**src/rtl/npmt_pkg.sv**
```systemverilog
// Shared types and constants for the named position mark table.
// Holds the input and result beat formats, opcodes and the internal command format.
// No dependencies.
package npmt_pkg;

  localparam int NAME_W  = 8;
  localparam int FIELD_W = 16;

  // Request opcodes
  localparam logic [2:0] OP_SET_MARK   = 3'd0;
  localparam logic [2:0] OP_SET_PREV   = 3'd1;
  localparam logic [2:0] OP_GET        = 3'd2;
  localparam logic [2:0] OP_CLEAR_ALL  = 3'd3;
  localparam logic [2:0] OP_CLEAR_LINE = 3'd4;

  // Special mark names
  localparam logic [NAME_W-1:0] NAME_NONE  = 8'h00;
  localparam logic [NAME_W-1:0] NAME_QUOTE = 8'h27;
  localparam logic [NAME_W-1:0] NAME_TICK  = 8'h60;

  // Letter ranges accepted as mark names
  localparam logic [NAME_W-1:0] CHAR_UPPER_A = 8'h41;
  localparam logic [NAME_W-1:0] CHAR_UPPER_Z = 8'h5A;
  localparam logic [NAME_W-1:0] CHAR_LOWER_A = 8'h61;
  localparam logic [NAME_W-1:0] CHAR_LOWER_Z = 8'h7A;

  // Command queue depth between front and back
  localparam int QUEUE_DEPTH = 2;

  typedef struct packed {
    logic [2:0]         opcode;
    logic [NAME_W-1:0]  mark_name;
    logic [FIELD_W-1:0] line_id;
    logic [FIELD_W-1:0] column;
  } in_beat_t;

  typedef struct packed {
    logic               ok;
    logic [FIELD_W-1:0] found_line;
    logic [FIELD_W-1:0] found_column;
  } out_beat_t;

  typedef enum logic [2:0] {
    CMD_NOP,
    CMD_SET,
    CMD_SET_PREV,
    CMD_GET_SLOT,
    CMD_GET_PREV,
    CMD_CLEAR_ALL,
    CMD_CLEAR_LINE
  } cmd_kind_t;

  typedef struct packed {
    cmd_kind_t          kind;
    logic [NAME_W-1:0]  mark_name;
    logic [FIELD_W-1:0] line_id;
    logic [FIELD_W-1:0] column;
  } cmd_t;

endpackage

```
**src/rtl/named_position_mark_table_core.sv**
```systemverilog
// Named position mark table: small associative store of named cursor marks.
// Top level; instantiates npmt_front, npmt_queue and npmt_back. Depends on npmt_pkg.
//
// Usage
//   Request channel (in_valid / in_stall / in_data): one beat per request with an
//   opcode, a mark name byte, a line handle and a column. A beat is taken on a rising
//   edge with in_valid high and in_stall low. in_stall rises only when the two-entry
//   command queue is full.
//   Result channel (out_valid / out_stall / out_data): exactly one result beat per
//   request, in request order. A result is held in the output register, unchanged,
//   while out_stall is high; requests keep entering the queue meanwhile.
//
// Throughput
//   Requests that need no table scan (set previous-context, get of the quote or
//   backtick mark, clear all, set with a non-letter name, get of name zero, unknown
//   opcodes) run at one per cycle while out_stall is low.
//   Set mark, get of a named slot and clear line walk the slot memory through its
//   single read port, one slot per cycle; the back end starts no other request
//   until the walk is over, though new requests still enter the queue.
//
// Reset
//   Synchronous, active low. All slots become free, the previous-context mark becomes
//   invalid, the queue empties and no result is pending. No clearing pass is needed.
module named_position_mark_table_core #(
  parameter int MARK_SLOTS  = 10,
  parameter int LINE_BITS   = 16,
  parameter int COLUMN_BITS = 16
) (
  input  logic                clk,
  input  logic                rst_n,
  input  logic                in_valid,
  output logic                in_stall,
  input  npmt_pkg::in_beat_t  in_data,
  output logic                out_valid,
  input  logic                out_stall,
  output npmt_pkg::out_beat_t out_data
);
  import npmt_pkg::*;

  // front -> queue
  logic q_push;
  logic q_full;
  cmd_t q_cmd;

  // queue -> back
  logic q_pop;
  logic q_valid;
  cmd_t q_head;

  // Front decodes opcode and name into a command kind; no state.
  npmt_front u_front (
    .in_valid (in_valid),
    .in_data  (in_data),
    .in_stall (in_stall),
    .q_full   (q_full),
    .q_push   (q_push),
    .q_cmd    (q_cmd)
  );

  // Decouples request acceptance from a scan in progress.
  npmt_queue u_queue (
    .clk      (clk),
    .rst_n    (rst_n),
    .push     (q_push),
    .push_cmd (q_cmd),
    .full     (q_full),
    .pop      (q_pop),
    .valid    (q_valid),
    .head     (q_head)
  );

  // Back executes commands against the slot store and owns the result register.
  npmt_back #(
    .MARK_SLOTS  (MARK_SLOTS),
    .LINE_BITS   (LINE_BITS),
    .COLUMN_BITS (COLUMN_BITS)
  ) u_back (
    .clk       (clk),
    .rst_n     (rst_n),
    .q_valid   (q_valid),
    .q_head    (q_head),
    .q_pop     (q_pop),
    .out_valid (out_valid),
    .out_stall (out_stall),
    .out_data  (out_data)
  );

endmodule

```
**src/rtl/npmt_front.sv**
```systemverilog
// Front end of the mark table: accepts request beats and classifies them into commands.
// Depends on npmt_pkg.
module npmt_front (
  input  logic              in_valid,
  input  npmt_pkg::in_beat_t in_data,
  output logic              in_stall,
  input  logic              q_full,
  output logic              q_push,
  output npmt_pkg::cmd_t    q_cmd
);
  import npmt_pkg::*;

  logic      is_letter;
  cmd_kind_t kind;

  always_comb begin
    is_letter = in_data.mark_name inside {[CHAR_UPPER_A:CHAR_UPPER_Z],
                                          [CHAR_LOWER_A:CHAR_LOWER_Z]};
    case (in_data.opcode)
      OP_SET_MARK: begin
        kind = is_letter ? CMD_SET : CMD_NOP;
      end
      OP_SET_PREV: begin
        kind = CMD_SET_PREV;
      end
      OP_GET: begin
        if (in_data.mark_name == NAME_QUOTE || in_data.mark_name == NAME_TICK) begin
          kind = CMD_GET_PREV;
        end else if (in_data.mark_name == NAME_NONE) begin
          kind = CMD_NOP;  // name zero never matches
        end else begin
          kind = CMD_GET_SLOT;
        end
      end
      OP_CLEAR_ALL: begin
        kind = CMD_CLEAR_ALL;
      end
      OP_CLEAR_LINE: begin
        kind = CMD_CLEAR_LINE;
      end
      default: begin
        kind = CMD_NOP;
      end
    endcase
  end

  always_comb begin
    q_cmd.kind      = kind;
    q_cmd.mark_name = in_data.mark_name;
    q_cmd.line_id   = in_data.line_id;
    q_cmd.column    = in_data.column;
  end

  assign in_stall = q_full;
  assign q_push   = in_valid & ~q_full;

endmodule

```
**src/rtl/npmt_queue.sv**
```systemverilog
// Short command queue between the front and back of the mark table.
// Depends on npmt_pkg.
module npmt_queue (
  input  logic           clk,
  input  logic           rst_n,
  input  logic           push,
  input  npmt_pkg::cmd_t push_cmd,
  output logic           full,
  input  logic           pop,
  output logic           valid,
  output npmt_pkg::cmd_t head
);
  import npmt_pkg::*;

  localparam int PTR_W = (QUEUE_DEPTH > 1) ? $clog2(QUEUE_DEPTH) : 1;
  localparam int CNT_W = $clog2(QUEUE_DEPTH + 1);

  cmd_t             ent_r [QUEUE_DEPTH];
  logic [PTR_W-1:0] wr_ptr_r;
  logic [PTR_W-1:0] rd_ptr_r;
  logic [CNT_W-1:0] cnt_r;
  logic [CNT_W-1:0] cnt_nxt;

  assign full  = (cnt_r == CNT_W'(QUEUE_DEPTH));
  assign valid = (cnt_r != '0);
  assign head  = ent_r[rd_ptr_r];

  always_comb begin
    case ({push, pop})
      2'b10:   cnt_nxt = cnt_r + 1'b1;
      2'b01:   cnt_nxt = cnt_r - 1'b1;
      default: cnt_nxt = cnt_r;
    endcase
  end

  always_ff @(posedge clk) begin
    if (!rst_n) begin
      wr_ptr_r <= '0;
      rd_ptr_r <= '0;
      cnt_r    <= '0;
    end else begin
      cnt_r <= cnt_nxt;
      if (push) begin
        wr_ptr_r <= (wr_ptr_r == PTR_W'(QUEUE_DEPTH - 1)) ? '0 : wr_ptr_r + 1'b1;
      end
      if (pop) begin
        rd_ptr_r <= (rd_ptr_r == PTR_W'(QUEUE_DEPTH - 1)) ? '0 : rd_ptr_r + 1'b1;
      end
    end
  end

  always_ff @(posedge clk) begin
    if (push) begin
      ent_r[wr_ptr_r] <= push_cmd;
    end
  end

endmodule

```
**src/rtl/npmt_back.sv**
```systemverilog
// Back end of the mark table: slot store, previous-context register, slot scan
// sequencer and result register. Depends on npmt_pkg.
module npmt_back #(
  parameter int MARK_SLOTS  = 10,
  parameter int LINE_BITS   = 16,
  parameter int COLUMN_BITS = 16
) (
  input  logic                clk,
  input  logic                rst_n,
  input  logic                q_valid,
  input  npmt_pkg::cmd_t      q_head,
  output logic                q_pop,
  output logic                out_valid,
  input  logic                out_stall,
  output npmt_pkg::out_beat_t out_data
);
  import npmt_pkg::*;

  localparam int IDX_W = (MARK_SLOTS > 1) ? $clog2(MARK_SLOTS) : 1;
  localparam logic [IDX_W-1:0] LAST_IDX = IDX_W'(MARK_SLOTS - 1);

  typedef enum logic [2:0] {
    ST_IDLE = 3'b001,
    ST_SCAN = 3'b010,
    ST_FIN  = 3'b100
  } state_t;

  state_t state_r, state_nxt;
  cmd_t   cmd_r;

  // slot store; free slots are tracked by valid bits only
  logic [MARK_SLOTS-1:0]  valid_r;
  logic [NAME_W-1:0]      name_mem [MARK_SLOTS];
  logic [LINE_BITS-1:0]   line_mem [MARK_SLOTS];
  logic [COLUMN_BITS-1:0] col_mem  [MARK_SLOTS];
  logic [NAME_W-1:0]      rd_name_r;
  logic [LINE_BITS-1:0]   rd_line_r;
  logic [COLUMN_BITS-1:0] rd_col_r;

  logic [IDX_W-1:0] rd_idx_r;
  logic             rd_act_r;
  logic [IDX_W-1:0] chk_idx_r;
  logic             chk_vld_r;

  logic                   hit_r;
  logic [IDX_W-1:0]       hit_idx_r;
  logic                   free_r;
  logic [IDX_W-1:0]       free_idx_r;
  logic [LINE_BITS-1:0]   get_line_r;
  logic [COLUMN_BITS-1:0] get_col_r;

  logic [LINE_BITS-1:0]   prev_line_r;
  logic [COLUMN_BITS-1:0] prev_col_r;
  logic                   prev_valid_r;

  logic      out_valid_r;
  out_beat_t out_data_r;

  logic                   pop_ok;
  logic                   needs_scan;
  logic [LINE_BITS-1:0]   head_line;
  logic [COLUMN_BITS-1:0] head_col;
  logic [LINE_BITS-1:0]   cmd_line;
  logic [COLUMN_BITS-1:0] cmd_col;
  logic                   slot_match;
  logic                   slot_free;
  logic                   line_match;
  logic                   scan_last;
  logic                   mem_we;
  logic [IDX_W-1:0]       mem_waddr;
  out_beat_t              imm_res;
  out_beat_t              fin_res;

  assign head_line  = LINE_BITS'(q_head.line_id);
  assign head_col   = COLUMN_BITS'(q_head.column);
  assign cmd_line   = LINE_BITS'(cmd_r.line_id);
  assign cmd_col    = COLUMN_BITS'(cmd_r.column);
  assign needs_scan = q_head.kind inside {CMD_SET, CMD_GET_SLOT, CMD_CLEAR_LINE};
  assign pop_ok     = (state_r == ST_IDLE) && q_valid && (!out_valid_r || !out_stall);
  assign q_pop      = pop_ok;

  assign slot_match = chk_vld_r && valid_r[chk_idx_r] && (rd_name_r == cmd_r.mark_name);
  assign slot_free  = chk_vld_r && !valid_r[chk_idx_r];
  assign line_match = chk_vld_r && valid_r[chk_idx_r] && (rd_line_r == cmd_line);
  assign scan_last  = chk_vld_r && (chk_idx_r == LAST_IDX);

  assign mem_we    = (state_r == ST_FIN) && (cmd_r.kind == CMD_SET) && (hit_r || free_r);
  assign mem_waddr = hit_r ? hit_idx_r : free_idx_r;

  always_comb begin
    case (state_r)
      ST_IDLE: state_nxt = (pop_ok && needs_scan) ? ST_SCAN : ST_IDLE;
      ST_SCAN: state_nxt = scan_last ? ST_FIN : ST_SCAN;
      ST_FIN:  state_nxt = ST_IDLE;
      default: state_nxt = ST_IDLE;
    endcase
  end

  // results that need no scan
  always_comb begin
    imm_res = '0;
    case (q_head.kind)
      CMD_SET_PREV: begin
        imm_res.ok = 1'b1;
      end
      CMD_GET_PREV: begin
        if (prev_valid_r) begin
          imm_res.ok           = 1'b1;
          imm_res.found_line   = FIELD_W'(prev_line_r);
          imm_res.found_column = FIELD_W'(prev_col_r);
        end
      end
      default: begin
        imm_res = '0;
      end
    endcase
  end

  // results at the end of a scan
  always_comb begin
    fin_res = '0;
    case (cmd_r.kind)
      CMD_SET: begin
        fin_res.ok = hit_r | free_r;
      end
      CMD_GET_SLOT: begin
        if (hit_r) begin
          fin_res.ok           = 1'b1;
          fin_res.found_line   = FIELD_W'(get_line_r);
          fin_res.found_column = FIELD_W'(get_col_r);
        end
      end
      default: begin
        fin_res = '0;
      end
    endcase
  end

  always_ff @(posedge clk) begin
    if (!rst_n) begin
      state_r      <= ST_IDLE;
      rd_act_r     <= 1'b0;
      chk_vld_r    <= 1'b0;
      valid_r      <= '0;
      prev_valid_r <= 1'b0;
      hit_r        <= 1'b0;
      free_r       <= 1'b0;
      out_valid_r  <= 1'b0;
    end else begin
      state_r   <= state_nxt;
      chk_vld_r <= (state_r == ST_SCAN) && rd_act_r;

      if (pop_ok) begin
        rd_act_r <= needs_scan;
      end else if (state_r == ST_SCAN && rd_act_r && rd_idx_r == LAST_IDX) begin
        rd_act_r <= 1'b0;
      end

      if (pop_ok) begin
        hit_r  <= 1'b0;
        free_r <= 1'b0;
      end else if (state_r == ST_SCAN) begin
        if (slot_match && !hit_r) begin
          hit_r <= 1'b1;
        end
        if (slot_free && !free_r) begin
          free_r <= 1'b1;
        end
      end

      if (pop_ok && q_head.kind == CMD_CLEAR_ALL) begin
        valid_r <= '0;
      end else if (state_r == ST_SCAN && cmd_r.kind == CMD_CLEAR_LINE && line_match) begin
        valid_r[chk_idx_r] <= 1'b0;
      end else if (mem_we && !hit_r) begin
        valid_r[free_idx_r] <= 1'b1;
      end

      if (pop_ok) begin
        case (q_head.kind)
          CMD_SET_PREV:   prev_valid_r <= 1'b1;
          CMD_CLEAR_ALL:  prev_valid_r <= 1'b0;
          CMD_CLEAR_LINE: begin
            if (prev_line_r == head_line) begin
              prev_valid_r <= 1'b0;
            end
          end
          default:        prev_valid_r <= prev_valid_r;
        endcase
      end

      if (pop_ok && !needs_scan) begin
        out_valid_r <= 1'b1;
      end else if (state_r == ST_FIN) begin
        out_valid_r <= 1'b1;
      end else if (!out_stall) begin
        out_valid_r <= 1'b0;
      end
    end
  end

  // datapath registers
  always_ff @(posedge clk) begin
    chk_idx_r <= rd_idx_r;
    if (pop_ok) begin
      cmd_r    <= q_head;
      rd_idx_r <= '0;
      if (q_head.kind == CMD_SET_PREV) begin
        prev_line_r <= head_line;
        prev_col_r  <= head_col;
      end
    end else if (state_r == ST_SCAN && rd_act_r && rd_idx_r != LAST_IDX) begin
      rd_idx_r <= rd_idx_r + 1'b1;
    end

    if (state_r == ST_SCAN) begin
      if (slot_match && !hit_r) begin
        hit_idx_r  <= chk_idx_r;
        get_line_r <= rd_line_r;
        get_col_r  <= rd_col_r;
      end
      if (slot_free && !free_r) begin
        free_idx_r <= chk_idx_r;
      end
    end

    if (pop_ok && !needs_scan) begin
      out_data_r <= imm_res;
    end else if (state_r == ST_FIN) begin
      out_data_r <= fin_res;
    end
  end

  // slot memory: one write port, one registered read port
  always_ff @(posedge clk) begin
    if (mem_we) begin
      name_mem[mem_waddr] <= cmd_r.mark_name;
      line_mem[mem_waddr] <= cmd_line;
      col_mem[mem_waddr]  <= cmd_col;
    end
    rd_name_r <= name_mem[rd_idx_r];
    rd_line_r <= line_mem[rd_idx_r];
    rd_col_r  <= col_mem[rd_idx_r];
  end

  assign out_valid = out_valid_r;
  assign out_data  = out_data_r;

endmodule
```
**config.mk**
```make
export PLATFORM = sky130hd
export DESIGN_NAME = named_position_mark_table_core
export DESIGN_NICKNAME = d
export VERILOG_FILES = /design/src/rtl/npmt_pkg.sv /design/src/rtl/named_position_mark_table_core.sv /design/src/rtl/npmt_front.sv /design/src/rtl/npmt_queue.sv /design/src/rtl/npmt_back.sv
export SDC_FILE = /design/constraint.sdc
export NUM_CORES = 1
export LEC_CHECK = 0
export ABC_AREA = 0
export BUFFER_PORTS_ARGS = -buffer_cell sky130_fd_sc_hd__buf_2
export CAP_MARGIN = 20
export CORE_MARGIN = 2
export CORE_UTILIZATION = 60
export DETAILED_ROUTE_END_ITERATION = 10
export GPL_TIMING_DRIVEN = 0
export PLACE_DENSITY = 0.77
export SLEW_MARGIN = 5
export SYNTH_ARGS = -nofsm -noshare
export SYNTH_HDL_FRONTEND = slang
export SYNTH_SLANG_ARGS = --single-unit
```
**constraint.sdc**
```tcl
create_clock -name clk -period 13.41 [get_ports clk]
set_input_delay 2.0115 -clock clk [delete_from_list [all_inputs] [get_ports clk]]
set_output_delay 2.0115 -clock clk [all_outputs]
set_load 0.01 [all_outputs]
```
==> results_dict.tcl <==
set metrics [dict create \
    yosys.area_share.simple 0.0474 \
    synth_top_area_frac 0.724 \
    switchingPower_uw 1320 \
    htreeDepth 3 \
    fp-row-count 76 \
    reg2reg_from "u_queue.cnt_r[0]" \
    synth_cell_types 58 \
    synth_mux_area_frac 0.104 \
    finalCritPeriodShare 0.340 \
    crit_path_end_kind "flop" \
    finClkSkew_ns 0.0137 \
    firstDrtPassIters 5 \
    netlist_area_um2 26300 \
    antenna_found_initial 0 \
    clk_latency_ns 0.58 \
    yosys_warnings 0 \
    maxSlewHeadroom 0.337 \
    p_per_area_nw_per_um2 177 \
    fp.dieH_um 213 \
    min_path_type "flop to flop" \
    synth_top_area_cell "edfxtp_1" \
    postRouteAntennaNets 0 \
    overflow 0 \
    synth.top_cells.by_area "edfxtp_1 (72%), mux4_2 (6.9%), dfxtp_1 (5.5%)" \
    cts_setup_buffers 0 \
    worst_slew_pin_slew_ns 0.989 \
    ys.flop_type "edfxtp_1" \
    required_ns 13.73 \
    final.fill_count 2660 \
    vias 13800 \
    p_sw_frac 0.248 \
    synth_cells 1412 \
    drt_drc_violations_left 0 \
    grt_util_all_layers 0.258 \
    portBuffers 81 \
    synth_top_family_by_area "multiplexers" \
    avgSynthCellArea_um2 18.6 \
    power.leakage_uw 0.00948 \
    grt_max_degree 38 \
    antenna_cells 0 \
    power_frac_comb 0.092 \
    tns_ns 0 \
    drv_cap 0 \
    synth_compound_area_frac 0.0401 \
    dp_hpwl_mm 36.8 \
    multi_input_area_um2 5600 \
    cts-hold-fix-buffers 0 \
    viasPerCell 6.22 \
    place_congestion 0.881 \
    arrival_ns 4.88 \
    drt-wirelength-per-cell_um 26.0 \
    slew_viol_final 0 \
    r2r-end "u_back.out_data[29]" \
    synth-xor-area-share 0.0160 \
    run_status "complete, no violations" \
    setup_viol_count_final 0 \
    rsz0062_at_grt "no" \
    io_pins 82 \
    hold_depth 0 \
    seq_area_frac_synth 0.779 \
    placed_cell_area_um2 27800 \
    grt_pass1_vias 13600 \
    hold_path_startpoint "u_back.rd_idx_r[0]" \
    clockPowerShare 0.344 \
    cts_buffers 68 \
    initial_utilization 0.609 \
    rrSetupSlack_ns 9.84 \
    period_needed_ns 4.55 \
    internal_power_uw 4000 \
    clkTransAtPathRegs_ns 0.06 \
    hold_viol 0 \
    die_w_um 213 \
    seq_power_share 0.564 \
    clk_path_buf_depth 3 \
    fp.coreArea_um2 43200 \
    synth-seq-cells 706 \
    drt-total-wl_mm 57.6 \
    fp.dieArea_um2 45500 \
    synthArstFlopShare 0 \
    synthToLayoutAreaGrowth_pct 14.0 \
    cts_tree "done" \
    drt_iter0_drc 1598 \
    synth_edf_count 634 \
    cts_resized 0 \
    path_max_fanout 18 \
    regArea_um2 20500 \
    synth_adder_area_share 0.00143 \
    synth_nets 1462 \
    final_layout_size_suffix_gt1_frac 0.209 \
    hold_end "u_back.chk_idx_r[0]" \
    r2r_cells 7 \
    clock-sinks 706 \
    critPathKind "input pin to flop" \
    cts_root_buf "clkbuf_16" \
    finish.instance_area_um2 30000 \
    fmax_mhz 220 \
    ir_drop_mv 0.172 \
    nets 1631 \
    cp-start-kind "input pin" \
    grt_pass1_wl_mm 84.3 \
]
## stage by stage
| stage | hold slack, ns | instances | util | total power, uW | setup WS [ns] |
|---|---|---|---|---|---|
| CTS | 0.393 | 2216 | 0.693 | 5330 | 9.01 |
| global placement | 0.387 | 2078 | 0.635 | 3480 | 7.28 |
| finish | 0.398 | 2218 | 0.694 | 5320 | 8.86 |
| global route | 0.405 | 2218 | 0.694 | 5470 | 8.81 |
| detailed placement | 0.385 | 2094 | 0.644 | 3520 | 8.45 |
| floorplan | 0.329 | 1412 | - | 3230 | 8.74 |
## cell usage after synthesis, types with 10 or more instances
master    number
nor2_1        40
xor2_1        17
o21ai_0       44
nor3_1        10
nand2_1       49
inv_1         10
edfxtp_1     634
mux2_2        41
dfxtp_1       72
nand3_1       38
a21oi_1       56
mux4_2        81
nor4_1        10
xnor2_1       31
buf_1         14
mux2i_1       46
clkbuf_1      44
a211oi_1      45
nor2b_1       51
## logic make-up (layout without fill, tap and decap cells)
group / count (synthesis) / count (layout)
flops: 706 / 706
simple gates: 239 / 239
compound gates: 172 / 172
mux: 168 / 168
buf+inv: 76 / 297
xor+xnor: 48 / 48
fa+ha+maj: 3 / 3
## power by group through the flow
stage | Clock [uW] | Combinational (uW) | Sequential [uW]
floorplan | 0 | 267 | 2970
global placement | 0 | 453 | 3030
detailed placement | 0 | 482 | 3040
CTS | 1850 | 490 | 2990
global route | 1930 | 523 | 3020
finish | 1830 | 491 | 3000
## routing by layer
| metal | up-vias | part of all wire | track usage | wire, um |
|---|---|---|---|---|
| met5 | - | 0 | 0 | 0 |
| met4 | 0 | 0.035 | 0.0946 | 1990 |
| met3 | 123 | 0.071 | 0.0475 | 4090 |
| met2 | 631 | 0.50 | 0.420 | 28700 |
| met1 | 7108 | 0.40 | 0.355 | 22800 |
| li1 | 5930 | - | - | - |
## critical path, stage by stage
cell and delay (ns):
buf_2 0.09, a211oi_1 0.06, o211ai_1 0.29, inv_2 0.37, o21ai_1 0.37, clkbuf_1 0.62, clkbuf_1 0.65, nand3_1 0.15
o21ai_0 0.23
## sequential cells by signal, summed over array words and instances (netlist names), 2 cells and up, named ones only
name                flops
u_back.chk_idx_r        4
u_back.cmd_col         16
u_back.cmd_line        16
u_back.cmd_r           11
u_back.col_mem        160
u_back.free_idx_r       4
u_back.get_col_r       16
u_back.get_line_r      16
u_back.hit_idx_r        4
u_back.line_mem       160
u_back.name_mem        80
u_back.out_data        33
u_back.prev_col_r      16
u_back.prev_line_r     16
u_back.rd_col_r        16
u_back.rd_idx_r         4
u_back.rd_line_r       16
u_back.rd_name_r        8
u_back.state_r          3
u_back.valid_r         10
u_queue.cnt_r           2
u_queue.ent_r          86
## cells in the final DEF (no fill, tap or decap), drive strengths merged, types with 3 or more instances in the layout
| cell type | instances |
|---|---|
| and3 | 3 |
| xnor2 | 31 |
| nor3b | 3 |
| mux2 | 41 |
| buf | 118 |
| mux4 | 81 |
| xor2 | 17 |
| nand3 | 38 |
| mux2i | 46 |
| clkbuf | 146 |
| edfxtp | 634 |
| nand4 | 9 |
| a21oi | 56 |
| clkinv | 20 |
| nand2b | 9 |
| nor2 | 40 |
| a31oi | 6 |
| nor3 | 10 |
| o21ai | 45 |
| or4 | 4 |
| a211oi | 45 |
| inv | 11 |
| nor2b | 51 |
| ha | 3 |
| nand2 | 49 |
| dfxtp | 72 |
| nor4 | 10 |
## area by class of cell
class	instances	area share
inverter	11	0.00138
clock buffer	100	0.0660
sequential	706	0.684
multi-input combinational	630	0.187
tap	585	0.0244
timing repair buffer	99	0.0238
clock inverter	22	0.00514
buffer	65	0.00881
## worst max-delay path by stage
stage                         start             endpoint  slack [ns]  depth (start not counted)
after floorplan           out_stall   u_back.out_data[0]        8.74                          6
after global placement    out_stall   u_back.out_data[2]        7.28                          7
after detailed placement  out_stall  u_back.out_data[31]        8.45                          9
after CTS                 out_stall  u_back.out_data[29]        9.01                          9
after global routing      out_stall   u_back.out_data[2]        8.81                          8
final                     out_stall  u_back.out_data[29]        8.86                          9
Note: power is estimated with default switching activity, not from simulation.
